### src/rtl/kla_pkg.sv
// ----------------------------------------------------------------------------
// kla_pkg
// Shared types, codes and defaults of the kth-ancestor engine.
// ----------------------------------------------------------------------------
`timescale 1ns / 1ps

package kla_pkg;

  // default sizes
  localparam int N_NODES_DEF = 1024;
  localparam int LEVELS_DEF  = 10;

  // field widths
  localparam int NODE_W  = 10;
  localparam int WORD_W  = 11;
  localparam int STEPS_W = 10;
  localparam int PADDR_W = 3;
  localparam int PDATA_W = 32;

  typedef logic [NODE_W-1:0]         node_t;
  typedef logic [WORD_W-1:0]         word_t;   // raw table entry / node count
  typedef logic signed [WORD_W-1:0]  sword_t;  // signed node reference
  typedef logic [STEPS_W-1:0]        steps_t;

  // item kind codes
  localparam logic KIND_LOAD  = 1'b0;
  localparam logic KIND_QUERY = 1'b1;

  // "no node" marker, -1 in 11 bits
  localparam word_t NO_NODE = '1;

  // register map
  localparam logic  REG_NODE_COUNT = 1'b0;
  localparam word_t NODE_COUNT_RST = 11'd1024;

  typedef enum logic [2:0] {
    ST_IDLE,
    ST_B_RD,
    ST_B_CHK,
    ST_B_WR,
    ST_Q_STEP,
    ST_Q_WAIT
  } ctrl_state_t;

endpackage

### src/rtl/kla_table.sv
// ----------------------------------------------------------------------------
// kla_table
// Jump table storage: one write port, one read port, registered read data.
// ----------------------------------------------------------------------------
`timescale 1ns / 1ps

module kla_table #(
  parameter int DEPTH = 16,
  parameter int AW    = 4
) (
  input  logic            clk,
  input  logic            we,
  input  logic [AW-1:0]   waddr,
  input  kla_pkg::word_t  wdata,
  input  logic            re,
  input  logic [AW-1:0]   raddr,
  output kla_pkg::word_t  rdata
);
  import kla_pkg::*;

  word_t mem [DEPTH];

  always_ff @(posedge clk) begin
    if (we) begin
      mem[waddr] <= wdata;
    end
  end

  always_ff @(posedge clk) begin
    if (re) begin
      rdata <= mem[raddr];
    end
  end

endmodule

### config.mk
export PLATFORM = sky130hd
export DESIGN_NAME = kla_table
export DESIGN_NICKNAME = d
export VERILOG_FILES = /design/src/rtl/kla_pkg.sv /design/src/rtl/kla_table.sv
export SDC_FILE = /design/constraint.sdc
export NUM_CORES = 1
export LEC_CHECK = 0
export BUFFER_PORTS_ARGS = -buffer_cell sky130_fd_sc_hd__clkbuf_2
export CAP_MARGIN = 30
export CORE_UTILIZATION = 35
export DETAILED_ROUTE_END_ITERATION = 12
export GPL_ROUTABILITY_DRIVEN = 0
export PLACE_DENSITY_LB_ADDON = 0.08
export SYNTH_ARGS = -nofsm -noshare
export SYNTH_HDL_FRONTEND = slang
export SYNTH_SLANG_ARGS = --single-unit
export TNS_END_PERCENT = 30
### constraint.sdc
create_clock -name clk -period 3.4 [get_ports clk]
set_input_delay 0.51 -clock clk [delete_from_list [all_inputs] [get_ports clk]]
set_output_delay 0.51 -clock clk [all_outputs]
set_load 0.1 [all_outputs]
==> reports/metrics.yaml <==
yosys:
  synthArstFlopShare_pct: 0
  synth_area_leaders: "edfxtp_1 (79%), mux4_1 (7.7%), mux4_2 (7.2%)"
  syn-instance-count: 305
  synth.largest_area_cell: "edfxtp_1"
  synth-edff-count: 187
  synth_ff_type: "edfxtp_1"
  synth_most_common_cell: "edfxtp_1"
  count_of_cell_types_in_the_netlist: 21
  yosys_register_bits: 187
  syn_avg_cell_area_sq_um: 23.4
  seq_area_frac_synth_pct: 78.5
  synthTopCellsByCount: "edfxtp_1 (187), mux4_2 (23), a22oi_1 (22), mux4_1 (21), nor2_1 (13)"
  synth_fp_nets: 327
  synthesis.yosys.warnings: 0
  mappedNetlistArea_sq_mm: 0.00715
  synth_top_area_share_pct: 78.5
route:
  wl_mm: 14.3
  avgRoutedWirePerCell_microns: 22.3
  route.vias.total: 3175
  drc: 0
  detail-route-antenna-nets: 0
  drt-pass1-iter-count: 4
  vias_per_cell: 4.95
  detailedRoute.firstIterationViolations: 191
clocking:
  clk_transition_reported_paths_ns: 0.06
  hold_buffers: 0
  max_root_sink_buffers: 2
  cts_resizes: 0
  cts-buffers-inserted: 17
  worstSkewPairLatency_ns: 0.42
  htree_levels: 4
  clkSinkCount: 187
  cts_root_buffer_type: "clkbuf_16"
  cts_setup_buffers: 0
  cts_tree: "done"
floorplanning:
  placement_rows: 51
  io_pins: 33
  coreArea_sq_mm: 0.0197
  chipHeight_microns: 145
  die_area_sq_mm: 0.0210
  die_x_microns: 145
  initial_core_util_pct: 36.3
timing:
  max_slew_margin_pct: 56.4
  worst_slew_pin_slew_ns: 0.653
  post-route-worst-setup-slack_ns: 1.39
  timing.clock.skew_ns: 0.00514
  achievable_clock_frequency_mhz: 496
  fin_tns_setup_ns: 0
  fin_crit_ns: 2.01
  hold_viol: 0
  rsz0062_at_grt: "false"
  hold_slack_final_ns: 0.516
  finalSetupViolCount: 0
  final.period_utilization_pct: 59.2
  number_of_pins_exceeding_their_max_slew_limit_in_the_final_report: 0
layout:
  areaGrowthSynthToFinish_pct: 17.6
  antenna_cells: 0
  layout-drive-gt1-share_pct: 29.7
  finalNonFillerCells: 642
  nets: 386
pwr:
  seqPwrFrac_pct: 50.8
  power.share.switching_pct: 20.6
  power.internal_mw: 4.08
  combinationalPowerShare_pct: 6.1
  total_leakage_power_nw: 2.79
  power_switching_mw: 1.06
  powerDensity_mw_per_mm2: 610
  finalPower_mw: 5.13
  power.share.clock_pct: 43.1
  max-vdd-ir-drop_mv: 0.275
worst_setup_path:
  crit_path_top_delay_cell: "mux4_1"
  max_stage_delay_ns: 0.56
  end_kind: "register"
  nature_of_the_critical_path_startpoint: "primary input"
  setup.reg_to_reg.worst_slack_ns: 1.81
  critPathMaxFanout: 19
  timing.setup.critical_path_class: "in2reg"
  timing.critical_path.cells: "clkbuf_2 > buf_12 > buf_4 > mux4_1 > a22oi_1 > nand2_1"
  worst_ep_required_time_ns: 3.57
  worst_ep_arrival_ns: 2.18
status:
  status: "finished, final reports clean"
job:
  maxCapViolations: 0
global_route:
  antenna_found_initial: 0
  gr-usage-all-layers_pct: 14.5
  via_count_of_the_first_global_routing_pass: 3441
  grt_start_max_net_pins: 45
  grt-ovfl-total: 0
  grt_pass1_wl_mm: 21.3
placement:
  number_of_instances_in_the_placed_design: 610
  detailed_place_hpwl_mm: 8.60
  port_buffers: 32
  place_worst_setup_slack_ns: 0.877
min_path:
  holdCritPathClass: "in2reg"
-- cell families (layout without fill, tap and decap cells) --
family	count (synthesis)	count (layout)	synth area share [%]
DFF	187	187	78.5
muxes	44	44	15.0
and+or+nand+nor	38	38	2.45
AOI/OAI and AO/OA	22	22	2.31
buffers and inverters	14	86	1.73
-- layout make-up --
type / count / area [sq um]
Sequential cell: 187 / 5620
Multi-Input combinational cell: 104 / 1430
Clock inverter: 14 / 239
Fill cell: 1694 / 11300
Tap cell: 265 / 332
Clock buffer: 18 / 429
Timing Repair Buffer: 54 / 363
-- critical path, delay by kind of cell --
kind | cells | cell delay, ns
AO/OA/AOI/OAI | 1 | 0.24
multiplexers | 1 | 0.56
AND/OR/NAND/NOR | 1 | 0.07
buffers and inverters | 3 | 0.79
-- final timing paths --
path	to	from	cells after the start
max	rdata[0]	raddr[0]	6
min	mem[13][1]	wdata[1]	1
max reg2reg	rdata[1]	mem[1][1]	3
min reg2reg	rdata[8]	mem[15][8]	3
-- metal layers --
metal  share of wire (%)  track usage, %  vias to the layer above
li1                    -               -                     1431
met1                  45            18.6                     1672
met2                  51            24.1                       57
met3                 3.0            3.36                       15
met4                 1.3            4.95                        0
met5                   0               0                        -
-- registers in the layout, indices dropped and copies added, names as in the netlist --
register,flops
rdata,11
mem,176
-- per-stage QoR --
stage               instance area (sq um)  utilization (%)
CTS                                  8410             42.6
detailed placement                   7740             39.3
finish                               8410             42.6
global placement                     7740             39.3
global route                         8410             42.6
floorplan                            7150                -
-- cells in the final DEF, fill, tap and decap left out, drive strengths merged --
cell type and n:
a22oi 22, bufinv 6, clkinv 3, edfxtp 187, nand3 1, clkbuf 50, and2b 1, inv 3
and2 1, nand2 12, nand3b 2, clkinvlp 2, or3b 1, nor2b 1, mux4 44, buf 22
nor2 13, nor3 4, nand2b 2
-- power by group through the flow --
| stage | clock network, mW | logic [mW] | registers (mW) |
|---|---|---|---|
| 2_1_floorplan | 0 | 0.130 | 2.74 |
| 3_3_place_gp | 0 | 0.318 | 2.66 |
| 3_5_place_dp | 0 | 0.320 | 2.66 |
| 4_1_cts | 2.26 | 0.320 | 2.61 |
| 5_1_grt | 2.35 | 0.334 | 2.61 |
| 6_report | 2.21 | 0.311 | 2.61 |
(Power assumes the default switching activity.)
