==> src/rtl/kla_pkg.sv <==
// ----------------------------------------------------------------------------
// kla_pkg
// Shared types, codes and defaults of the kth-ancestor engine.
// ----------------------------------------------------------------------------
`timescale 1ns / 1ps

package kla_pkg;

  // default sizes
  localparam int N_NODES_DEF = 1024;
  localparam int LEVELS_DEF  = 10;

  // field widths
  localparam int NODE_W  = 10;
  localparam int WORD_W  = 11;
  localparam int STEPS_W = 10;
  localparam int PADDR_W = 3;
  localparam int PDATA_W = 32;

  typedef logic [NODE_W-1:0]         node_t;
  typedef logic [WORD_W-1:0]         word_t;   // raw table entry / node count
  typedef logic signed [WORD_W-1:0]  sword_t;  // signed node reference
  typedef logic [STEPS_W-1:0]        steps_t;

  // item kind codes
  localparam logic KIND_LOAD  = 1'b0;
  localparam logic KIND_QUERY = 1'b1;

  // "no node" marker, -1 in 11 bits
  localparam word_t NO_NODE = '1;

  // register map
  localparam logic  REG_NODE_COUNT = 1'b0;
  localparam word_t NODE_COUNT_RST = 11'd1024;

  typedef enum logic [2:0] {
    ST_IDLE,
    ST_B_RD,
    ST_B_CHK,
    ST_B_WR,
    ST_Q_STEP,
    ST_Q_WAIT
  } ctrl_state_t;

endpackage

==> src/rtl/kla_in_if.sv <==
// ----------------------------------------------------------------------------
// kla_in_if
// Input item channel: load or query transaction with valid/ready.
// ----------------------------------------------------------------------------
`timescale 1ns / 1ps

interface kla_in_if;
  import kla_pkg::*;

  logic   valid;
  logic   ready;
  logic   kind;
  node_t  node;
  sword_t parent;
  logic   last_load;
  steps_t steps;

  modport source (output valid, kind, node, parent, last_load, steps, input ready);
  modport sink   (input valid, kind, node, parent, last_load, steps, output ready);
endinterface

==> src/rtl/kla_out_if.sv <==
// ----------------------------------------------------------------------------
// kla_out_if
// Result channel: one ancestor per query transaction, valid/ready.
// ----------------------------------------------------------------------------
`timescale 1ns / 1ps

interface kla_out_if;
  import kla_pkg::*;

  logic   valid;
  logic   ready;
  sword_t ancestor;

  modport source (output valid, ancestor, input ready);
  modport sink   (input valid, ancestor, output ready);
endinterface

==> src/rtl/kla_ctrl.sv <==
// ----------------------------------------------------------------------------
// kla_ctrl
// Sequencer: level-0 loads, table build sweep, query walk, result register.
// ----------------------------------------------------------------------------
`timescale 1ns / 1ps

module kla_ctrl #(
  parameter int N_NODES = kla_pkg::N_NODES_DEF,
  parameter int LEVELS  = kla_pkg::LEVELS_DEF,
  parameter int NW      = 10,
  parameter int LW      = 4,
  parameter int AW      = 14
) (
  input  logic            clk,
  input  logic            rst,
  kla_in_if.sink          item,
  kla_out_if.source       result,
  input  kla_pkg::word_t  node_count,
  output logic            mem_we,
  output logic [AW-1:0]   mem_waddr,
  output kla_pkg::word_t  mem_wdata,
  output logic            mem_re,
  output logic [AW-1:0]   mem_raddr,
  input  kla_pkg::word_t  mem_rdata
);
  import kla_pkg::*;

  localparam int LCW = $clog2(LEVELS + 1);

  ctrl_state_t       state, state_next;
  logic [LCW-1:0]    lvl;
  word_t             idx;
  word_t             cur;
  steps_t            steps_r;
  logic              built;
  logic              out_valid;
  word_t             out_data;

  word_t             cnt;
  logic              acc;
  logic              cur_ok;
  logic              p_ok;
  logic              idx_last;
  logic              lvl_last;
  logic              lvl_over;
  logic              build_go;

  // nodes in use, clamped to table size
  assign cnt = (32'(node_count) < N_NODES) ? node_count : WORD_W'(N_NODES);

  // input taken only when idle and the result register is free or draining
  assign item.ready = (state == ST_IDLE) && (!out_valid || result.ready);

  assign acc      = item.valid && item.ready;
  assign cur_ok   = !cur[WORD_W-1] && (cur < cnt);
  assign p_ok     = !mem_rdata[WORD_W-1] && (mem_rdata < cnt);
  assign idx_last = (idx + 11'd1) == cnt;
  assign lvl_last = lvl == LCW'(LEVELS - 1);
  assign lvl_over = lvl == LCW'(LEVELS);
  assign build_go = (cnt != '0) && (LEVELS > 1);

  assign result.valid    = out_valid;
  assign result.ancestor = $signed(out_data);

  // next state
  always_comb begin
    state_next = state;
    case (state)
      ST_IDLE: begin
        if (acc) begin
          if (item.kind == KIND_LOAD) begin
            if (item.last_load && build_go) state_next = ST_B_RD;
          end else if (built && (item.steps != '0)) begin
            state_next = ST_Q_STEP;
          end
        end
      end
      ST_B_RD:  state_next = ST_B_CHK;
      ST_B_CHK: begin
        if (p_ok) begin
          state_next = ST_B_WR;
        end else if (idx_last && lvl_last) begin
          state_next = ST_IDLE;
        end else begin
          state_next = ST_B_RD;
        end
      end
      ST_B_WR: begin
        if (idx_last && lvl_last) state_next = ST_IDLE;
        else                      state_next = ST_B_RD;
      end
      ST_Q_STEP: begin
        if ((steps_r == '0) || !cur_ok || lvl_over) state_next = ST_IDLE;
        else if (steps_r[0])                         state_next = ST_Q_WAIT;
      end
      ST_Q_WAIT: state_next = ST_Q_STEP;
      default:   state_next = ST_IDLE;
    endcase
  end

  // memory ports
  always_comb begin
    mem_we     = 1'b0;
    mem_waddr  = '0;
    mem_wdata  = NO_NODE;
    mem_re     = 1'b0;
    mem_raddr  = '0;
    case (state)
      ST_IDLE: begin
        if (acc && (item.kind == KIND_LOAD) && (32'(item.node) < N_NODES)) begin
          mem_we    = 1'b1;
          mem_waddr = {LW'(0), NW'(item.node)};
          mem_wdata = item.parent[WORD_W-1] ? NO_NODE : $unsigned(item.parent);
        end
      end
      ST_B_RD: begin
        mem_re    = 1'b1;
        mem_raddr = {LW'(lvl - 1'b1), NW'(idx)};
      end
      ST_B_CHK: begin
        if (p_ok) begin
          mem_re    = 1'b1;
          mem_raddr = {LW'(lvl - 1'b1), NW'(mem_rdata)};
        end else begin
          mem_we    = 1'b1;
          mem_waddr = {LW'(lvl), NW'(idx)};
          mem_wdata = NO_NODE;
        end
      end
      ST_B_WR: begin
        mem_we    = 1'b1;
        mem_waddr = {LW'(lvl), NW'(idx)};
        mem_wdata = mem_rdata;
      end
      ST_Q_STEP: begin
        if ((steps_r != '0) && cur_ok && !lvl_over && steps_r[0]) begin
          mem_re    = 1'b1;
          mem_raddr = {LW'(lvl), NW'(cur)};
        end
      end
      default: begin
      end
    endcase
  end

  // control registers
  always_ff @(posedge clk) begin
    if (rst) begin
      state     <= ST_IDLE;
      built     <= 1'b0;
      out_valid <= 1'b0;
    end else begin
      state <= state_next;
      if (out_valid && result.ready) out_valid <= 1'b0;
      case (state)
        ST_IDLE: begin
          if (acc) begin
            if (item.kind == KIND_LOAD) begin
              built <= item.last_load && !build_go;
            end else if (!built || (item.steps == '0)) begin
              out_valid <= 1'b1;
            end
          end
        end
        ST_B_CHK, ST_B_WR: begin
          if (((state == ST_B_WR) || !p_ok) && idx_last && lvl_last) built <= 1'b1;
        end
        ST_Q_STEP: begin
          if ((steps_r == '0) || !cur_ok || lvl_over) out_valid <= 1'b1;
        end
        default: begin
        end
      endcase
    end
  end

  // datapath registers
  always_ff @(posedge clk) begin
    case (state)
      ST_IDLE: begin
        if (acc) begin
          if (item.kind == KIND_LOAD) begin
            lvl <= LCW'(1);
            idx <= '0;
          end else begin
            out_data <= built ? {1'b0, item.node} : NO_NODE;
            cur      <= {1'b0, item.node};
            steps_r  <= item.steps;
            lvl      <= '0;
          end
        end
      end
      ST_B_CHK, ST_B_WR: begin
        if ((state == ST_B_WR) || !p_ok) begin
          if (idx_last) begin
            idx <= '0;
            lvl <= lvl + 1'b1;
          end else begin
            idx <= idx + 11'd1;
          end
        end
      end
      ST_Q_STEP: begin
        if (steps_r == '0) begin
          out_data <= cur_ok ? cur : NO_NODE;
        end else if (!cur_ok || lvl_over) begin
          out_data <= NO_NODE;
        end else if (!steps_r[0]) begin
          steps_r <= steps_r >> 1;
          lvl     <= lvl + 1'b1;
        end
      end
      ST_Q_WAIT: begin
        cur     <= mem_rdata;
        steps_r <= steps_r >> 1;
        lvl     <= lvl + 1'b1;
      end
      default: begin
      end
    endcase
  end

endmodule

==> src/flat_wrapper.sv <==
// flat-port wrapper written by rule: the top's interface ports become plain ports
module kla_ctrl_flat import kla_pkg::*;
#(
  parameter int N_NODES = kla_pkg::N_NODES_DEF,
  parameter int LEVELS  = kla_pkg::LEVELS_DEF,
  parameter int NW      = 10,
  parameter int LW      = 4,
  parameter int AW      = 14
)
  (clk, rst, node_count, mem_we, mem_waddr, mem_wdata, mem_re, mem_raddr, mem_rdata, item_valid, item_kind, item_node, item_parent, item_last_load, item_steps, item_ready, result_valid, result_ancestor, result_ready);
  kla_in_if item_i ();
  kla_out_if result_i ();
  input  logic clk;
  input  logic rst;
  input  kla_pkg::word_t node_count;
  output logic mem_we;
  output logic [AW-1:0] mem_waddr;
  output kla_pkg::word_t mem_wdata;
  output logic mem_re;
  output logic [AW-1:0] mem_raddr;
  input  kla_pkg::word_t mem_rdata;
  input wire logic [$bits(item_i.valid)-1:0] item_valid;
  input wire logic [$bits(item_i.kind)-1:0] item_kind;
  input wire logic [$bits(item_i.node)-1:0] item_node;
  input wire logic [$bits(item_i.parent)-1:0] item_parent;
  input wire logic [$bits(item_i.last_load)-1:0] item_last_load;
  input wire logic [$bits(item_i.steps)-1:0] item_steps;
  output wire logic [$bits(item_i.ready)-1:0] item_ready;
  output wire logic [$bits(result_i.valid)-1:0] result_valid;
  output wire logic [$bits(result_i.ancestor)-1:0] result_ancestor;
  input wire logic [$bits(result_i.ready)-1:0] result_ready;
  assign item_i.valid = item_valid;
  assign item_i.kind = item_kind;
  assign item_i.node = item_node;
  assign item_i.parent = item_parent;
  assign item_i.last_load = item_last_load;
  assign item_i.steps = item_steps;
  assign item_ready = item_i.ready;
  assign result_valid = result_i.valid;
  assign result_ancestor = result_i.ancestor;
  assign result_i.ready = result_ready;
  kla_ctrl #(.N_NODES(N_NODES), .LEVELS(LEVELS), .NW(NW), .LW(LW), .AW(AW)) u_core (.clk(clk), .rst(rst), .item(item_i), .result(result_i), .node_count(node_count), .mem_we(mem_we), .mem_waddr(mem_waddr), .mem_wdata(mem_wdata), .mem_re(mem_re), .mem_raddr(mem_raddr), .mem_rdata(mem_rdata));
endmodule
==> config.mk <==
export PLATFORM = sky130hd
export DESIGN_NAME = kla_ctrl_flat
export DESIGN_NICKNAME = d
export VERILOG_FILES = /design/src/rtl/kla_pkg.sv /design/src/rtl/kla_in_if.sv /design/src/rtl/kla_out_if.sv /design/src/rtl/kla_ctrl.sv /design/src/flat_wrapper.sv
export SDC_FILE = /design/constraint.sdc
export NUM_CORES = 1
export LEC_CHECK = 0
export BUFFER_PORTS_ARGS = -buffer_cell sky130_fd_sc_hd__buf_4
export CORE_MARGIN = 10
export CORE_UTILIZATION = 55
export CTS_BUF_LIST = sky130_fd_sc_hd__clkbuf_4 sky130_fd_sc_hd__clkbuf_8 sky130_fd_sc_hd__clkbuf_16
export DETAILED_ROUTE_END_ITERATION = 7
export PLACE_DENSITY = 0.82
export SLEW_MARGIN = 25
export SYNTH_ARGS = -nofsm -noshare
export SYNTH_HDL_FRONTEND = slang
export SYNTH_SLANG_ARGS = --single-unit
==> constraint.sdc <==
create_clock -name clk -period 7.5 [get_ports clk]
set_clock_uncertainty 0.2 [all_clocks]
set_input_delay 1.5 -clock clk [delete_from_list [all_inputs] [get_ports clk]]
set_output_delay 1.5 -clock clk [all_outputs]
set_load 0.01 [all_outputs]
==> flow_summary_export.csv <==
group,metric,value,unit
logic_synthesis,synth-edff-count,47,
logic_synthesis,post_synth_and_or_nand_nor_area_fraction,26.37,%
power_and_ir_drop,total_leakage_power,0.002104,uW
cts,tritoncts,"done",
critical_path,crit_path_start_kind,"input pin",
cts,postCtsHoldBufs,0,
grt,grt_antenna_before_repair,0,
floorplanning,die_area,11560,sq um
sta,achievable-frequency,0.1698,GHz
grt,first_global_vias,4231,
power_and_ir_drop,p_per_area,152.8,nW/um^2
place,placement.setup.worst_slack,1.649,ns
flow_run,maxCapViolCount,0,
logic_synthesis,netlist-cell-type-count,68,
floorplanning,number_of_top_level_pins,113,
hold_path,hold_class,"flop to flop",
critical_path,worst_setup_path_end,"mem_raddr[10]",
place,dp_cells,640,
critical_path,timing.critical_path.to_type,"output port",
sta,finalCritPeriodShare,78.54,%
grt,gr-usage-met2,37.25,%
grt,grt_util_all_layers,22.61,%
critical_path,cp_max_fo,15,
final_layout,fin_cells,648,
final_layout,count_of_nets_after_finishing,632,
logic_synthesis,postSynth.topFlopCell,"sky130_fd_sc_hd__edfxtp_1",
final_layout,final_layout_size_suffix_gt1_share,29.33,%
critical_path,timing.critical_path.required,5.80,ns
critical_path,timing.critical_path.from,"node_count[10]",
sta,setup_violations,0,
logic_synthesis,yosys.area.top_type_share,33.50,%
routing,detail_route.wirelength,13.60,mm
logic_synthesis,synth.area.mux_share,3.445,%
floorplanning,core.rowCount,31,
cts,numClockSinks,52,
sta,postLayoutSetupSlackWorst,1.609,ns
sta,finalCriticalPeriod,5.891,ns
power_and_ir_drop,power,794.6,uW
grt,globalRouteMet1Util,26.51,%
cts,worst_skew_pair_latency,0.32,ns
logic_synthesis,post-synth-top-count-cell,"sky130_fd_sc_hd__nand2_1",
sta,finalSetupTns,0,ns
place,port_buffers,112,
logic_synthesis,synthesis.area_per_instance,9.341,sq um
place,dp_hpwl,10.59,mm
run_status,run_status,"finished, final reports clean",
grt,use_met3,5.749,%
logic_synthesis,synth_compound_area_share,18.56,%
power_and_ir_drop,ir_worst_vdd,101.8,uV
sta,final-max-slew-violation-count,0,
critical_path,reg2regPathDepth,6,
logic_synthesis,ys_ff_latch,52,
logic_synthesis,ys.warnings.count,0,
logic_synthesis,yosys.area_share.adder,7.425,%
critical_path,worst-r2r-setup-slack,4.18,ns
cts,clock-root-buffer,"sky130_fd_sc_hd__clkbuf_8",
final_layout,layout_overhead_on_the_synthesized_area,23.46,%
routing,post_drt_wl_per_cell,20.98,um
logic_synthesis,postSynthNetCount,535,
cts,cts.repair.resized,0,
routing,drt.antenna.violating_nets,0,
routing,route.vias.total,4171,
cts,cts_max_path_buffers,2,
critical_path,critPathKind,"input pin to output port",
cts,htree_num_levels,2,
routing,detail_route.drc_violations,0,
logic_synthesis,synth_sequential_area_ratio,35.88,%
logic_synthesis,synth_xor_area_share,4.188,%
logic_synthesis,ys_top_cells_by_area,"sky130_fd_sc_hd__edfxtp_1 34%, sky130_fd_sc_hd__ha_1 7.4%, sky130_fd_sc_hd__nand2_1 6.5%",
critical_path,critical_path.reg2reg.endpoint,"u_core.state[0]$_SDFFE_PP0P_",
logic_synthesis,syn_inst,451,
grt,grt.busiest_layer,"met2",
floorplanning,floorplan.initialDensity,57.16,%
floorplanning,placeableCoreArea,7370,sq um
floorplanning,fp.dieH,107.5,um
grt,grt_pass1_wl,21.29,mm
floorplanning,die-width,107.5,um
cts,post-cts-setup-buffer-count,0,
routing,vias_per_std_cell,6.437,
final_layout,antennaDiodeCount,0,
sta,timing_hold_violations_final,0,
critical_path,timing.critical_path.arrival,4.19,ns
logic_synthesis,synth_async_sr_flop_share,0,%
sta,rsz0062_at_grt,"false",
place,place.gp.congestion,0.9442,
sta,worst_pin_slew,0.9920,ns
routing,first_pass_drt_iterations,5,
routing,detail_route.iter0.violations,295,
logic_synthesis,post_synth_most_frequent_cells,"73 x sky130_fd_sc_hd__nand2_1, 47 x sky130_fd_sc_hd__edfxtp_1, 26 x sky130_fd_sc_hd__nand3_1",
grt,grt_max_degree,21,
grt,gr-total-overflow,0,
critical_path,timing.rr.start,"u_core.state[1]$_SDFFE_PP0P_",
cts,clk_pin_slew,0.10,ns
sta,slew-limit-headroom,33.43,%
logic_synthesis,synthesis.area,4213,sq um
logic_synthesis,synth_area_leader_cell,"sky130_fd_sc_hd__edfxtp_1",
cts,cts_buffers,5,
logic_synthesis,largest_family_of_logic_cells_by_synthesized_area,"simple AND/OR/NAND/NOR gates",
layer usage:
layer / up-vias / routed length (um)
li1: 1908 / -
met1: 1946 / 5245
met2: 262 / 6430
met3: 55 / 1383
met4: 0 / 537
met5: - / 0
worst min-delay path by stage:
stage | from | end | cells after the start
5_1_grt | u_core.steps_r[7]$_DFFE_PP_ | u_core.steps_r[6]$_DFFE_PP_ | 1
3_3_place_gp | u_core.steps_r[7]$_DFFE_PP_ | u_core.steps_r[6]$_DFFE_PP_ | 1
6_report | u_core.steps_r[7]$_DFFE_PP_ | u_core.steps_r[6]$_DFFE_PP_ | 1
2_1_floorplan | u_core.built$_SDFFE_PP0P_ | u_core.built$_SDFFE_PP0P_ | 2
4_1_cts | u_core.steps_r[7]$_DFFE_PP_ | u_core.steps_r[6]$_DFFE_PP_ | 1
3_5_place_dp | u_core.steps_r[7]$_DFFE_PP_ | u_core.steps_r[6]$_DFFE_PP_ | 1
power by group:
part	internal [uW]	total [uW]	switching [uW]	leakage, uW
Clock	101	209	107	0.0000600
Sequential	342	371	28.5	0.000465
Combinational	99.9	215	115	0.00158
sequential cells by signal, summed over array words and instances (netlist names):
| name | flops |
|---|---|
| u_core.built | 1 |
| u_core.cur | 11 |
| u_core.idx | 11 |
| u_core.lvl | 4 |
| u_core.result.ancestor | 11 |
| u_core.result.valid | 1 |
| u_core.state | 3 |
| u_core.steps_r | 10 |
worst max-delay path: stages:
cell,delay (ns)
sky130_fd_sc_hd__buf_4,0.15
sky130_fd_sc_hd__nand2b_1,0.24
sky130_fd_sc_hd__ha_1,0.37
sky130_fd_sc_hd__a21o_1,0.17
sky130_fd_sc_hd__a211o_1,0.28
sky130_fd_sc_hd__a31o_2,0.27
sky130_fd_sc_hd__nor4_4,0.77
sky130_fd_sc_hd__o211ai_1,0.15
sky130_fd_sc_hd__a21oi_1,0.15
sky130_fd_sc_hd__buf_4,0.14
kinds of logic (layout without fill, tap and decap cells):
family | Yosys count | in the layout
buffers and inverters | 37 | 135
AOI/OAI and AO/OA | 102 | 102
DFF | 52 | 52
and+or+nand+nor | 205 | 205
xor gates and xnor gates | 17 | 17
adders and majority gates | 25 | 25
muxes | 13 | 13
final cells by class:
type                       instances  area, sq um
fill                             604         2168
sequential                        52         1511
multi-input combinational        362         2531
timing repair buffer             118        885.9
clock buffer                       5        68.82
tap                               99        123.9
inverter                           9        33.78
clock inverter                     3        46.29
placed cells by master (no fill, tap or decap), types with 3 or more instances in the layout:
| cell type | count |
|---|---|
| sky130_fd_sc_hd__a21o_1 | 5 |
| sky130_fd_sc_hd__a21oi_1 | 18 |
| sky130_fd_sc_hd__a221o_1 | 11 |
| sky130_fd_sc_hd__a22o_1 | 18 |
| sky130_fd_sc_hd__a22oi_1 | 3 |
| sky130_fd_sc_hd__and2_1 | 8 |
| sky130_fd_sc_hd__and3_1 | 11 |
| sky130_fd_sc_hd__buf_4 | 118 |
| sky130_fd_sc_hd__clkbuf_8 | 5 |
| sky130_fd_sc_hd__dfxtp_1 | 5 |
| sky130_fd_sc_hd__edfxtp_1 | 47 |
| sky130_fd_sc_hd__ha_1 | 25 |
| sky130_fd_sc_hd__inv_1 | 8 |
| sky130_fd_sc_hd__mux2_2 | 11 |
| sky130_fd_sc_hd__nand2_1 | 73 |
| sky130_fd_sc_hd__nand2b_1 | 10 |
| sky130_fd_sc_hd__nand3_1 | 26 |
| sky130_fd_sc_hd__nand4_1 | 6 |
| sky130_fd_sc_hd__nor2_1 | 18 |
| sky130_fd_sc_hd__nor2b_1 | 7 |
| sky130_fd_sc_hd__nor3_1 | 9 |
| sky130_fd_sc_hd__nor3_2 | 8 |
| sky130_fd_sc_hd__nor4_1 | 11 |
| sky130_fd_sc_hd__o211ai_1 | 3 |
| sky130_fd_sc_hd__o21ai_0 | 13 |
| sky130_fd_sc_hd__or3_1 | 3 |
| sky130_fd_sc_hd__xnor2_1 | 10 |
| sky130_fd_sc_hd__xor2_1 | 5 |
through the flow:
stage	hold slack, ns	area, sq um	utilization, %
3_5_place_dp	0.3552	5082	68.96
5_1_grt	0.4123	5201	70.58
2_1_floorplan	0.3294	4213	-
3_3_place_gp	0.3497	5082	68.96
6_report	0.3762	5201	70.58
4_1_cts	0.3803	5197	70.53
Note: power is estimated with default switching activity, not from simulation.
