File: config.mk
export PLATFORM = sky130hd
export DESIGN_NAME = kla_cfg
export DESIGN_NICKNAME = d
export VERILOG_FILES = /design/src/rtl/kla_pkg.sv /design/src/rtl/kla_cfg.sv
export SDC_FILE = /design/constraint.sdc
export NUM_CORES = 1
export LEC_CHECK = 0
export BUFFER_PORTS_ARGS = -buffer_cell sky130_fd_sc_hd__buf_4
export CORE_MARGIN = 2
export CORE_UTILIZATION = 33
export DETAILED_ROUTE_END_ITERATION = 6
export PLACE_DENSITY = 0.78
export SYNTH_ARGS = -nofsm -noshare
export SYNTH_HDL_FRONTEND = slang
export SYNTH_SLANG_ARGS = --single-unit
File: constraint.sdc
create_clock -name clk -period 1.2 [get_ports clk]
set_input_delay 0.24 -clock clk [delete_from_list [all_inputs] [get_ports clk]]
set_output_delay 0.24 -clock clk [all_outputs]
set_load 0.02 [all_outputs]
File: src/rtl/kla_pkg.sv
// ----------------------------------------------------------------------------
// kla_pkg
// Shared types, codes and defaults of the kth-ancestor engine.
// ----------------------------------------------------------------------------
`timescale 1ns / 1ps

package kla_pkg;

  // default sizes
  localparam int N_NODES_DEF = 1024;
  localparam int LEVELS_DEF  = 10;

  // field widths
  localparam int NODE_W  = 10;
  localparam int WORD_W  = 11;
  localparam int STEPS_W = 10;
  localparam int PADDR_W = 3;
  localparam int PDATA_W = 32;

  typedef logic [NODE_W-1:0]         node_t;
  typedef logic [WORD_W-1:0]         word_t;   // raw table entry / node count
  typedef logic signed [WORD_W-1:0]  sword_t;  // signed node reference
  typedef logic [STEPS_W-1:0]        steps_t;

  // item kind codes
  localparam logic KIND_LOAD  = 1'b0;
  localparam logic KIND_QUERY = 1'b1;

  // "no node" marker, -1 in 11 bits
  localparam word_t NO_NODE = '1;

  // register map
  localparam logic  REG_NODE_COUNT = 1'b0;
  localparam word_t NODE_COUNT_RST = 11'd1024;

  typedef enum logic [2:0] {
    ST_IDLE,
    ST_B_RD,
    ST_B_CHK,
    ST_B_WR,
    ST_Q_STEP,
    ST_Q_WAIT
  } ctrl_state_t;

endpackage

File: src/rtl/kla_cfg.sv
// ----------------------------------------------------------------------------
// kla_cfg
// APB register block: holds node_count.
// ----------------------------------------------------------------------------
`timescale 1ns / 1ps

module kla_cfg (
  input  logic                          clk,
  input  logic                          rst,
  input  logic                          psel,
  input  logic                          penable,
  input  logic                          pwrite,
  input  logic [kla_pkg::PADDR_W-1:0]   paddr,
  input  logic [kla_pkg::PDATA_W-1:0]   pwdata,
  output logic [kla_pkg::PDATA_W-1:0]   prdata,
  output logic                          pready,
  output kla_pkg::word_t                node_count
);
  import kla_pkg::*;

  logic reg_idx;
  logic wr;

  assign reg_idx = paddr[PADDR_W-1];
  assign wr      = psel && penable && pwrite;
  assign pready  = 1'b1;

  always_ff @(posedge clk) begin
    if (rst) begin
      node_count <= NODE_COUNT_RST;
    end else if (wr && (reg_idx == REG_NODE_COUNT)) begin
      node_count <= pwdata[WORD_W-1:0];
    end
  end

  always_comb begin
    prdata = '0;
    if (reg_idx == REG_NODE_COUNT) begin
      prdata = {{(PDATA_W-WORD_W){1'b0}}, node_count};
    end
  end

endmodule

==> results of run 1 <==
==> critical path, stage by stage (launching register included) <==
cell	delay [ns]
sky130_fd_sc_hd__dfxtp_1	0.33
sky130_fd_sc_hd__and2b_1	0.16
sky130_fd_sc_hd__buf_4	0.15
==> power by group <==
| group | total, mW | switching (mW) | internal (mW) |
|---|---|---|---|
| clock network | 0.258 | 0.130 | 0.128 |
| logic | 0.197 | 0.119 | 0.0782 |
| registers | 0.379 | 0.00567 | 0.373 |
==> per-stage QoR <==
stage | hold WS, ns | util
2_1_floorplan | 0.395 | -
3_3_place_gp | 0.468 | 0.437
3_5_place_dp | 0.474 | 0.437
4_1_cts | 0.223 | 0.449
5_1_grt | 0.223 | 0.453
6_report | 0.228 | 0.453
==> worst paths after layout <==
check                             startpoint                    endpoint  cells after the start
setup / recovery  node_count[8]$_SDFFE_PP0P_                   prdata[8]                      2
setup reg to reg  node_count[2]$_SDFFE_PP0P_  node_count[2]$_SDFFE_PP0P_                      2
hold reg to reg   node_count[0]$_SDFFE_PP0P_  node_count[0]$_SDFFE_PP0P_                      2
hold / removal                     pwdata[5]  node_count[5]$_SDFFE_PP0P_                      3
==> metal layers <==
metal / track usage / up-vias / routed length, µm
li1: - / 289 / -
met1: 0.130 / 272 / 615
met2: 0.201 / 37 / 726
met3: 0.0259 / 0 / 120
met4: 0.0395 / 0 / 0
met5: 0 / - / 0
==> cells by family (layout without fill, tap and decap cells) <==
group | count (synthesis) | count (layout)
flip-flops | 11 | 11
AND/OR/NAND/NOR | 34 | 34
buffers and inverters | 26 | 43
other | 2 | 22
multiplexers | 11 | 11
==> timing repair <==
| action | CTS | global route |
|---|---|---|
| hold buffers | 0 | 0 |
| setup endpoints to repair | 0 | 4 |
| gates resized for setup | 0 | 5 |
==> synthesized netlist by cell type <==
| cell type | count |
|---|---|
| sky130_fd_sc_hd__mux2i_1 | 11 |
| sky130_fd_sc_hd__and4b_4 | 1 |
| sky130_fd_sc_hd__nand2b_1 | 20 |
| sky130_fd_sc_hd__dfxtp_1 | 11 |
| sky130_fd_sc_hd__buf_4 | 22 |
| sky130_fd_sc_hd__buf_12 | 1 |
| sky130_fd_sc_hd__and2b_1 | 1 |
| sky130_fd_sc_hd__clkbuf_1 | 2 |
| sky130_fd_sc_hd__conb_1 | 2 |
| sky130_fd_sc_hd__nor2_1 | 2 |
| sky130_fd_sc_hd__buf_2 | 1 |
| sky130_fd_sc_hd__nor2b_1 | 10 |
==> layout make-up <==
type	instances	share of cell area
multi-input cells	67	0.417
repair buffers	39	0.295
flip-flops and latches	11	0.226
well taps	28	0.0353
clock buffers	4	0.0265
==> results.txt, run 1 <==
Tot GR Track Use - 0.112
Area after detailed placement - 957 µm²
Congestion Overflow GR - 0
Synth Instances - 84
Area of the die - 2680 µm²
Unrepaired setup endpoints after global routing - false
Clock insertion delay at the later pin of the skew report - 0.27 ns
Chip Height - 51.7 µm
Yosys top cell by area - sky130_fd_sc_hd__dfxtp_1
Power density cells - 840 nW/µm²
Synth Area in Adders - 0
Fillcell total - 225
First-pass detailed-route iteration total - 4
Period Utilization, post-route - 0.956
Sequential element share of the synthesized area - 0.293
Placeable core region - 2190 µm²
Max_cap viols - 0
Clock period minus worst slack - 1.15 ns
Clock net sink count - 11
Dominant combinational cell family by area after synthesis - simple AND/OR/NAND/NOR gates
Worst clock skew - 0 ns
Final max-slew violation count - 0
Final routed wirelength across all metal layers - 1460 µm
Pre-CTS setup slack - 0.0343 ns
Maximum vdd drop - 0.362 mV
Number of buffers added for setup after CTS - 0
Maximum clock path buffer count - 2
Cell row count - 17
Storage cell area - 224 µm²
Area Growth Syn to Fin - 31.9%
Data arrival time of the worst path - 0.91 ns
Initial core utilization - 0.343
DRC marker count from the first detailed-route iteration - 4
Maximum operating frequency - 0.871 GHz
Wire length per cell - 9.81 µm
Required @ worst endpoint - 0.96 ns
Multiplexer area fraction after synthesis - 0.146
Pin count of the biggest net entering global routing - 23
Largest register FFs - 11
CTS Root Buffer Type - sky130_fd_sc_hd__clkbuf_4
Most frequent standard cell in the layout excluding fill and tap cells - sky130_fd_sc_hd__buf_4
Vias in the first global route - 521
Count of yosys warnings during synthesis - 0
Critical path startpoint category - flip-flop
Share of post-route cells with drive strength above 1 - 0.397
Run status - complete, no violations
Final Total Pwr - 0.834 mW
Peak fanout along the critical path - 3
Number of buffers created by CTS - 3
Area fraction in compound gates after synthesis - 0
Xor/xnor cell area share of the yosys netlist - 0
Final cell count without fillers - 149
Hold Fails Final Rpt - 0
Post-detailed-route count of antenna-violating nets - 0
Top register by number of flip-flops - node_count
Clock-pin slew of the registers on the worst-case setup and hold paths - 0.08 ns
Final critical-path setup slack - 0.0525 ns
Leak - 0.474 nW
Drt drc - 0
Nature of the critical path endpoint - primary output
Avg Inst Size Synth - 8.95 µm²
Register-to-register setup slack - 0.59 ns
Port Buffer Count - 38
Estimated wirelength of the detail-placed design - 1140 µm
Worst hold path type - input pin to flip-flop
Cell total after placement - 145
Simple-gate share of the synthesized area - 0.288
Via count - 598
Distinct cell type count of the synthesized netlist - 12
Total Negative Setup Slacks - 0 ns
Netlist Area Pre-Place - 752 µm²
Nets - 162
Largest registers ranked by flip-flop count - node_count (11)
Flip-flop and latch count after synthesis - 11
Antenna violations before repair - 0
Via/cell ratio - 4.01
Top-area cell type share of the netlist area - 0.293
Area taken by multi-input logic gates - 414 µm²
H-Tree Level Count - 1
Die width - 51.7 µm
Final standard cell area without fillers - 992 µm²
Leading post-synthesis cells by cell area - sky130_fd_sc_hd__dfxtp_1, sky130_fd_sc_hd__buf_4, sky130_fd_sc_hd__nand2b_1
Antenna cells - 0
Number of primary I/O pins - 84
Final Setup Violations - 0
First-pass GRT wire length - 2190 µm
CTS tree - done
Final weighted congestion in routability-driven placement - 0.625
Category of the most critical setup path - flip-flop to primary output
Leading cell types in the layout, fill and taps excluded - sky130_fd_sc_hd__buf_4, sky130_fd_sc_hd__conb_1, sky130_fd_sc_hd__nand2b_1, sky130_fd_sc_hd__mux2i_1
Power figures use the tool's default switching activity.
==> run 2: changes to the inputs <==
--- a/config.mk
+++ b/config.mk
@@ -5,11 +5,12 @@
 export SDC_FILE = /design/constraint.sdc
 export NUM_CORES = 1
 export LEC_CHECK = 0
+export ABC_AREA = 1
 export BUFFER_PORTS_ARGS = -buffer_cell sky130_fd_sc_hd__buf_4
 export CORE_MARGIN = 2
 export CORE_UTILIZATION = 33
 export DETAILED_ROUTE_END_ITERATION = 6
-export PLACE_DENSITY = 0.78
+export PLACE_DENSITY = 0.79
 export SYNTH_ARGS = -nofsm -noshare
 export SYNTH_HDL_FRONTEND = slang
 export SYNTH_SLANG_ARGS = --single-unit
==> results.txt, run 2 <==
Run status - complete, no violations
Sequential element share of the synthesized area - 0.296
Drt drc - 0
Data arrival time of the worst path - 0.93 ns
Flip-flop and latch count after synthesis - 11
CP delay by family, top - flip-flops
Placeable core region - 2170 µm²
Final routed wirelength across all metal layers - 1480 µm
Fillcell total - 261
Clock insertion delay at the later pin of the skew report - 0.27 ns
Via/cell ratio - 3.77
Commonest cells in the netlist - sky130_fd_sc_hd__nor2_1, sky130_fd_sc_hd__buf_4, sky130_fd_sc_hd__inv_1
Leading cell types in the layout, fill and taps excluded - sky130_fd_sc_hd__buf_4, sky130_fd_sc_hd__nor2_1, sky130_fd_sc_hd__inv_1, sky130_fd_sc_hd__conb_1, sky130_fd_sc_hd__nand2_1
Area of the die - 2650 µm²
Worst hold path type - input pin to flip-flop
Register-to-register setup slack - 0.60 ns
Peak fanout along the critical path - 3
Worst-path cell with the longest stage delay - sky130_fd_sc_hd__dfxtp_1
Most frequent cell after synthesis - sky130_fd_sc_hd__nor2_1
Cell row count - 17
Clock period minus worst slack - 1.17 ns
Largest register FFs - 11
Vias in the first global route - 529
Simple-gate share of the synthesized area - 0.316
Final weighted congestion in routability-driven placement - 0.653
Area Growth Syn to Fin - 33.0%
Chip Height - 51.5 µm
Synth Area in Adders - 0
Avg Inst Size Synth - 6.14 µm²
DRC marker count from the first detailed-route iteration - 3
Antenna violations before repair - 0
Number of primary I/O pins - 84
Pin count of the biggest net entering global routing - 14
Top-area cell type share of the netlist area - 0.296
Pre-CTS setup slack - 0.0507 ns
Unrepaired setup endpoints after global routing - true
Final standard cell area without fillers - 988 µm²
First-pass GRT wire length - 2180 µm
Top register by number of flip-flops - node_count
Largest registers ranked by flip-flop count - node_count (11)
Maximum clock path buffer count - 2
Wire length per cell - 7.95 µm
Nets - 199
Worst clock skew - 0 ns
First-pass detailed-route iteration total - 2
Max_cap viols - 0
Initial core utilization - 0.343
Area fraction in compound gates after synthesis - 0.00673
Via count - 701
Number of buffers added for setup after CTS - 0
Power density cells - 897 nW/µm²
Final worst hold slack - 0.179 ns
CTS Root Buffer Type - sky130_fd_sc_hd__clkbuf_4
Leading post-synthesis cells by cell area - sky130_fd_sc_hd__dfxtp_1, sky130_fd_sc_hd__buf_4, sky130_fd_sc_hd__nor2_1
Critical path startpoint category - flip-flop
Clock-pin slew of the registers on the worst-case setup and hold paths - 0.07 ns
CP cell instances - inv_1, nor2_1, buf_4
Fraction of registers with async set or reset after synthesis - 0
Yosys top cell by area - sky130_fd_sc_hd__dfxtp_1
Synth Instances - 121
Multiplexer area fraction after synthesis - 0
Period Utilization, post-route - 0.971
Final critical-path setup slack - 0.0343 ns
Primary FF master, synth - sky130_fd_sc_hd__dfxtp_1
Nature of the critical path endpoint - primary output
Maximum vdd drop - 0.562 mV
Category of the most critical setup path - flip-flop to primary output
Number of buffers created by CTS - 3
Share of post-route cells with drive strength above 1 - 0.316
Die width - 51.5 µm
Port Buffer Count - 38
Number of enable-type register cells in the synthesized netlist - 0
Distinct cell type count of the synthesized netlist - 13
Buffers plus inverters on the worst setup path - 2
Required @ worst endpoint - 0.96 ns
Hold Fails Final Rpt - 0
Tot GR Track Use - 0.113
Area after detailed placement - 957 µm²
Xor/xnor cell area share of the yosys netlist - 0
Most frequent standard cell in the layout excluding fill and tap cells - sky130_fd_sc_hd__buf_4
Leak - 0.565 nW
CTS tree - done
Final max-slew violation count - 0
Maximum operating frequency - 0.858 GHz
Netlist Area Pre-Place - 743 µm²
Dominant combinational cell family by area after synthesis - buffers and inverters
H-Tree Level Count - 1
Final Setup Violations - 0
Antenna cells - 0
Post-detailed-route count of antenna-violating nets - 0
Clock net sink count - 11
Count of yosys warnings during synthesis - 0
Congestion Overflow GR - 0
Estimated wirelength of the detail-placed design - 1120 µm
Total Negative Setup Slacks - 0 ns
Utilization after layout - 0.456
Delay contributed by the slowest stage of the critical path - 0.36 ns
==> run 2: tightest hold or removal path: stages <==
cell,delay [ns]
sky130_fd_sc_hd__buf_4,0.08
sky130_fd_sc_hd__nand2_1,0.04
sky130_fd_sc_hd__nand3_1,0.07
==> run 2: metal layers <==
layer | global-route usage | vias to the layer above | share of wire
li1 | - | 375 | -
met1 | 0.141 | 289 | 0.42
met2 | 0.171 | 34 | 0.46
met3 | 0.0322 | 3 | 0.097
met4 | 0.0658 | 0 | 0.017
met5 | 0 | - | 0
==> run 2: layout make-up <==
class,count,area [µm²],area share
Tap cell,28,35.0,0.0354
Clock buffer,4,26.3,0.0266
Timing Repair Buffer,38,285,0.289
Inverter,25,93.8,0.0949
Multi-Input combinational cell,80,323,0.327
Sequential cell,11,225,0.228
==> run 2: final timing paths <==
path | from | to | cells past startpoint
min reg2reg | node_count[5]$_SDFFE_PP0P_ | node_count[5]$_SDFFE_PP0P_ | 2
max reg2reg | node_count[10]$_SDFFE_PP1P_ | node_count[10]$_SDFFE_PP1P_ | 2
max | node_count[4]$_SDFFE_PP0P_ | prdata[4] | 3
min | pwdata[10] | node_count[10]$_SDFFE_PP1P_ | 3
==> run 2: repair_timing <==
item,CTS,global route
hold buffers,0,0
gates resized for setup,0,4
endpoints found under the setup margin,0,4
==> run 2: power breakdown <==
| part | leakage [nW] | internal (mW) | switching, mW |
|---|---|---|---|
| logic | 0.459 | 0.0809 | 0.152 |
| registers | 0.0904 | 0.379 | 0.00948 |
| clock network | 0.0150 | 0.129 | 0.137 |
==> run 2: cell families after synthesis <==
logic type | after synthesis
compound gates | 1
buf+inv | 50
flops | 11
other cells | 2
simple gates | 57
==> run 2: stage by stage <==
| stage | cells | total power, mW |
|---|---|---|
| finish | 186 | 0.886 |
| global route | 186 | 0.929 |
| CTS | 186 | 0.894 |
| detailed placement | 182 | 0.630 |
| global placement | 182 | 0.627 |
| floorplan | 141 | 0.600 |
==> run 3: changes to the inputs <==
--- a/config.mk
+++ b/config.mk
@@ -6,11 +6,14 @@
 export NUM_CORES = 1
 export LEC_CHECK = 0
 export ABC_AREA = 1
+export ABC_CLOCK_PERIOD_IN_PS = 1200
 export BUFFER_PORTS_ARGS = -buffer_cell sky130_fd_sc_hd__buf_4
+export CORE_ASPECT_RATIO = 1.5
 export CORE_MARGIN = 2
 export CORE_UTILIZATION = 33
 export DETAILED_ROUTE_END_ITERATION = 6
 export PLACE_DENSITY = 0.79
+export SETUP_SLACK_MARGIN = 0.1
 export SYNTH_ARGS = -nofsm -noshare
 export SYNTH_HDL_FRONTEND = slang
 export SYNTH_SLANG_ARGS = --single-unit
==> results.txt, run 3 (synthesis gave the netlist of run 2 again) <==
Via count - 707
Required @ worst endpoint - 0.96 ns
Unrepaired setup endpoints after global routing - true
Final standard cell area without fillers - 1040 µm²
Cell count of the worst reg-to-reg path - 3
Worst hold path type - input pin to flip-flop
Hold Fails Final Rpt - 0
Final weighted congestion in routability-driven placement - 0.722
First-pass detailed-route iteration total - 4
Estimated wirelength of the detail-placed design - 1180 µm
Startpoint of the most critical setup path - node_count[5]$_SDFFE_PP0P_
FF-to-FF Start - node_count[1]$_SDFFE_PP0P_
Fillcell total - 245
Largest register FFs - 11
Port Buffer Count - 38
Max_cap viols - 0
Wire length per cell - 8.18 µm
Area after detailed placement - 951 µm²
Area of the die - 2660 µm²
Share of post-route cells with drive strength above 1 - 0.444
Final max-slew violation count - 0
CP delay by family, top - flip-flops
Cell total after placement - 177
Clock period minus worst slack - 1.12 ns
Tot GR Track Use - 0.116
Power density cells - 842 nW/µm²
CP cell instances - inv_1, nor2_1, buf_4
Maximum clock path buffer count - 2
H-Tree Level Count - 1
Hold wc startpoint - pwdata[10]
Maximum vdd drop - 0.428 mV
Worst clock skew - 0 ns
CTS Root Buffer Type - sky130_fd_sc_hd__clkbuf_4
Area Growth Syn to Fin - 40.6%
Nets - 203
Number of cells on the worst hold path - 3
Worst min-delay path endpoint - node_count[10]$_SDFFE_PP1P_
DRC marker count from the first detailed-route iteration - 8
Final Setup Violations - 0
Critical path startpoint category - flip-flop
Final routed wirelength across all metal layers - 1510 µm
Run status - complete, no violations
Antenna cells - 0
Register-to-register setup slack - 0.49 ns
Storage cell area - 234 µm²
Antenna violations before repair - 0
First-pass GRT wire length - 2330 µm
Initial core utilization - 0.341
Clock net sink count - 11
Post-detailed-route count of antenna-violating nets - 0
Buffers plus inverters on the worst setup path - 2
Leak - 0.588 nW
Total Negative Setup Slacks - 0 ns
Drt drc - 0
Via/cell ratio - 3.82
Leading cell types in the layout, fill and taps excluded - sky130_fd_sc_hd__buf_4, sky130_fd_sc_hd__nor2_1, sky130_fd_sc_hd__conb_1, sky130_fd_sc_hd__inv_1, sky130_fd_sc_hd__nand2_1
Most frequent standard cell in the layout excluding fill and tap cells - sky130_fd_sc_hd__buf_4
Number of buffers created by CTS - 3
Largest registers ranked by flip-flop count - node_count (11)
Die width - 42.8 µm
Data arrival time of the worst path - 0.88 ns
Period Utilization, post-route - 0.933
Placeable core region - 2180 µm²
Maximum operating frequency - 0.893 GHz
Top register by number of flip-flops - node_count
Utilization after layout - 0.479
Chip Height - 62.1 µm
Delay contributed by the slowest stage of the critical path - 0.35 ns
Final cell count without fillers - 185
CTS tree - done
Worst-path cell with the longest stage delay - sky130_fd_sc_hd__dfxtp_2
Area taken by multi-input logic gates - 335 µm²
Congestion Overflow GR - 0
Cell row count - 21
Vias in the first global route - 542
Peak fanout along the critical path - 3
Clock-pin slew of the registers on the worst-case setup and hold paths - 0.07 ns
Nature of the critical path endpoint - primary output
Category of the most critical setup path - flip-flop to primary output
Number of primary I/O pins - 84
Pin count of the biggest net entering global routing - 14
Clock insertion delay at the later pin of the skew report - 0.26 ns
Worst reg2reg endpoint - node_count[1]$_SDFFE_PP0P_
[run 3: worst reg2reg max path, cell delays in order (launching register included)]
cell and delay, ns:
sky130_fd_sc_hd__dfxtp_2 0.32, sky130_fd_sc_hd__buf_4 0.13, sky130_fd_sc_hd__nor2_1 0.10, sky130_fd_sc_hd__nor2_1 0.05
[run 3: power by group]
| part | internal (mW) | switching (mW) | total (mW) | leakage [nW] |
|---|---|---|---|---|
| clock | 0.128 | 0.113 | 0.242 | 0.0150 |
| combinational | 0.0899 | 0.157 | 0.247 | 0.479 |
| sequential | 0.380 | 0.0102 | 0.391 | 0.0936 |
[run 3: final cells by class]
cell class | count | share of cell area
multi-input cells | 80 | 0.321
repair buffers | 42 | 0.313
flip-flops and latches | 11 | 0.224
inverters | 25 | 0.0898
well taps | 23 | 0.0275
clock buffers | 4 | 0.0251
[run 3: per-layer routing]
metal  wire (µm)  up-vias  track usage
li1            -      384            -
met4          31        0       0.0938
met2         843       29        0.197
met1         546      292        0.120
met3          91        2       0.0174
met5           0        -            0
[run 3: what timing repair did]
| item | 4_1_cts | 5_1_grt |
|---|---|---|
| setup endpoints to repair | 11 | 12 |
| pin swaps | 2 | 6 |
| buffers inserted | 1 | 3 |
| gates resized for setup | 11 | 14 |
| hold buffers | 0 | 0 |
[run 3: through the flow]
stage	setup slack, ns	hold WS, ns	power, mW
after floorplan	0.178	0.366	0.600
after global placement	0.104	0.452	0.627
after detailed placement	0.0856	0.458	0.629
after CTS	0.0807	0.193	0.876
after global routing	-0.00217	0.213	0.940
final	0.0801	0.199	0.879
[run 3: how the worst max path moves through the flow]
stage | end | slack, ns | depth (start not counted)
after floorplan | prdata[0] | 0.18 | 2
after global placement | node_count[10]$_SDFFE_PP1P_ | 0.10 | 6
after detailed placement | node_count[1]$_SDFFE_PP0P_ | 0.09 | 6
after CTS | prdata[1] | 0.08 | 3
after global routing | prdata[5] | -0.002 | 3
final | prdata[5] | 0.08 | 3
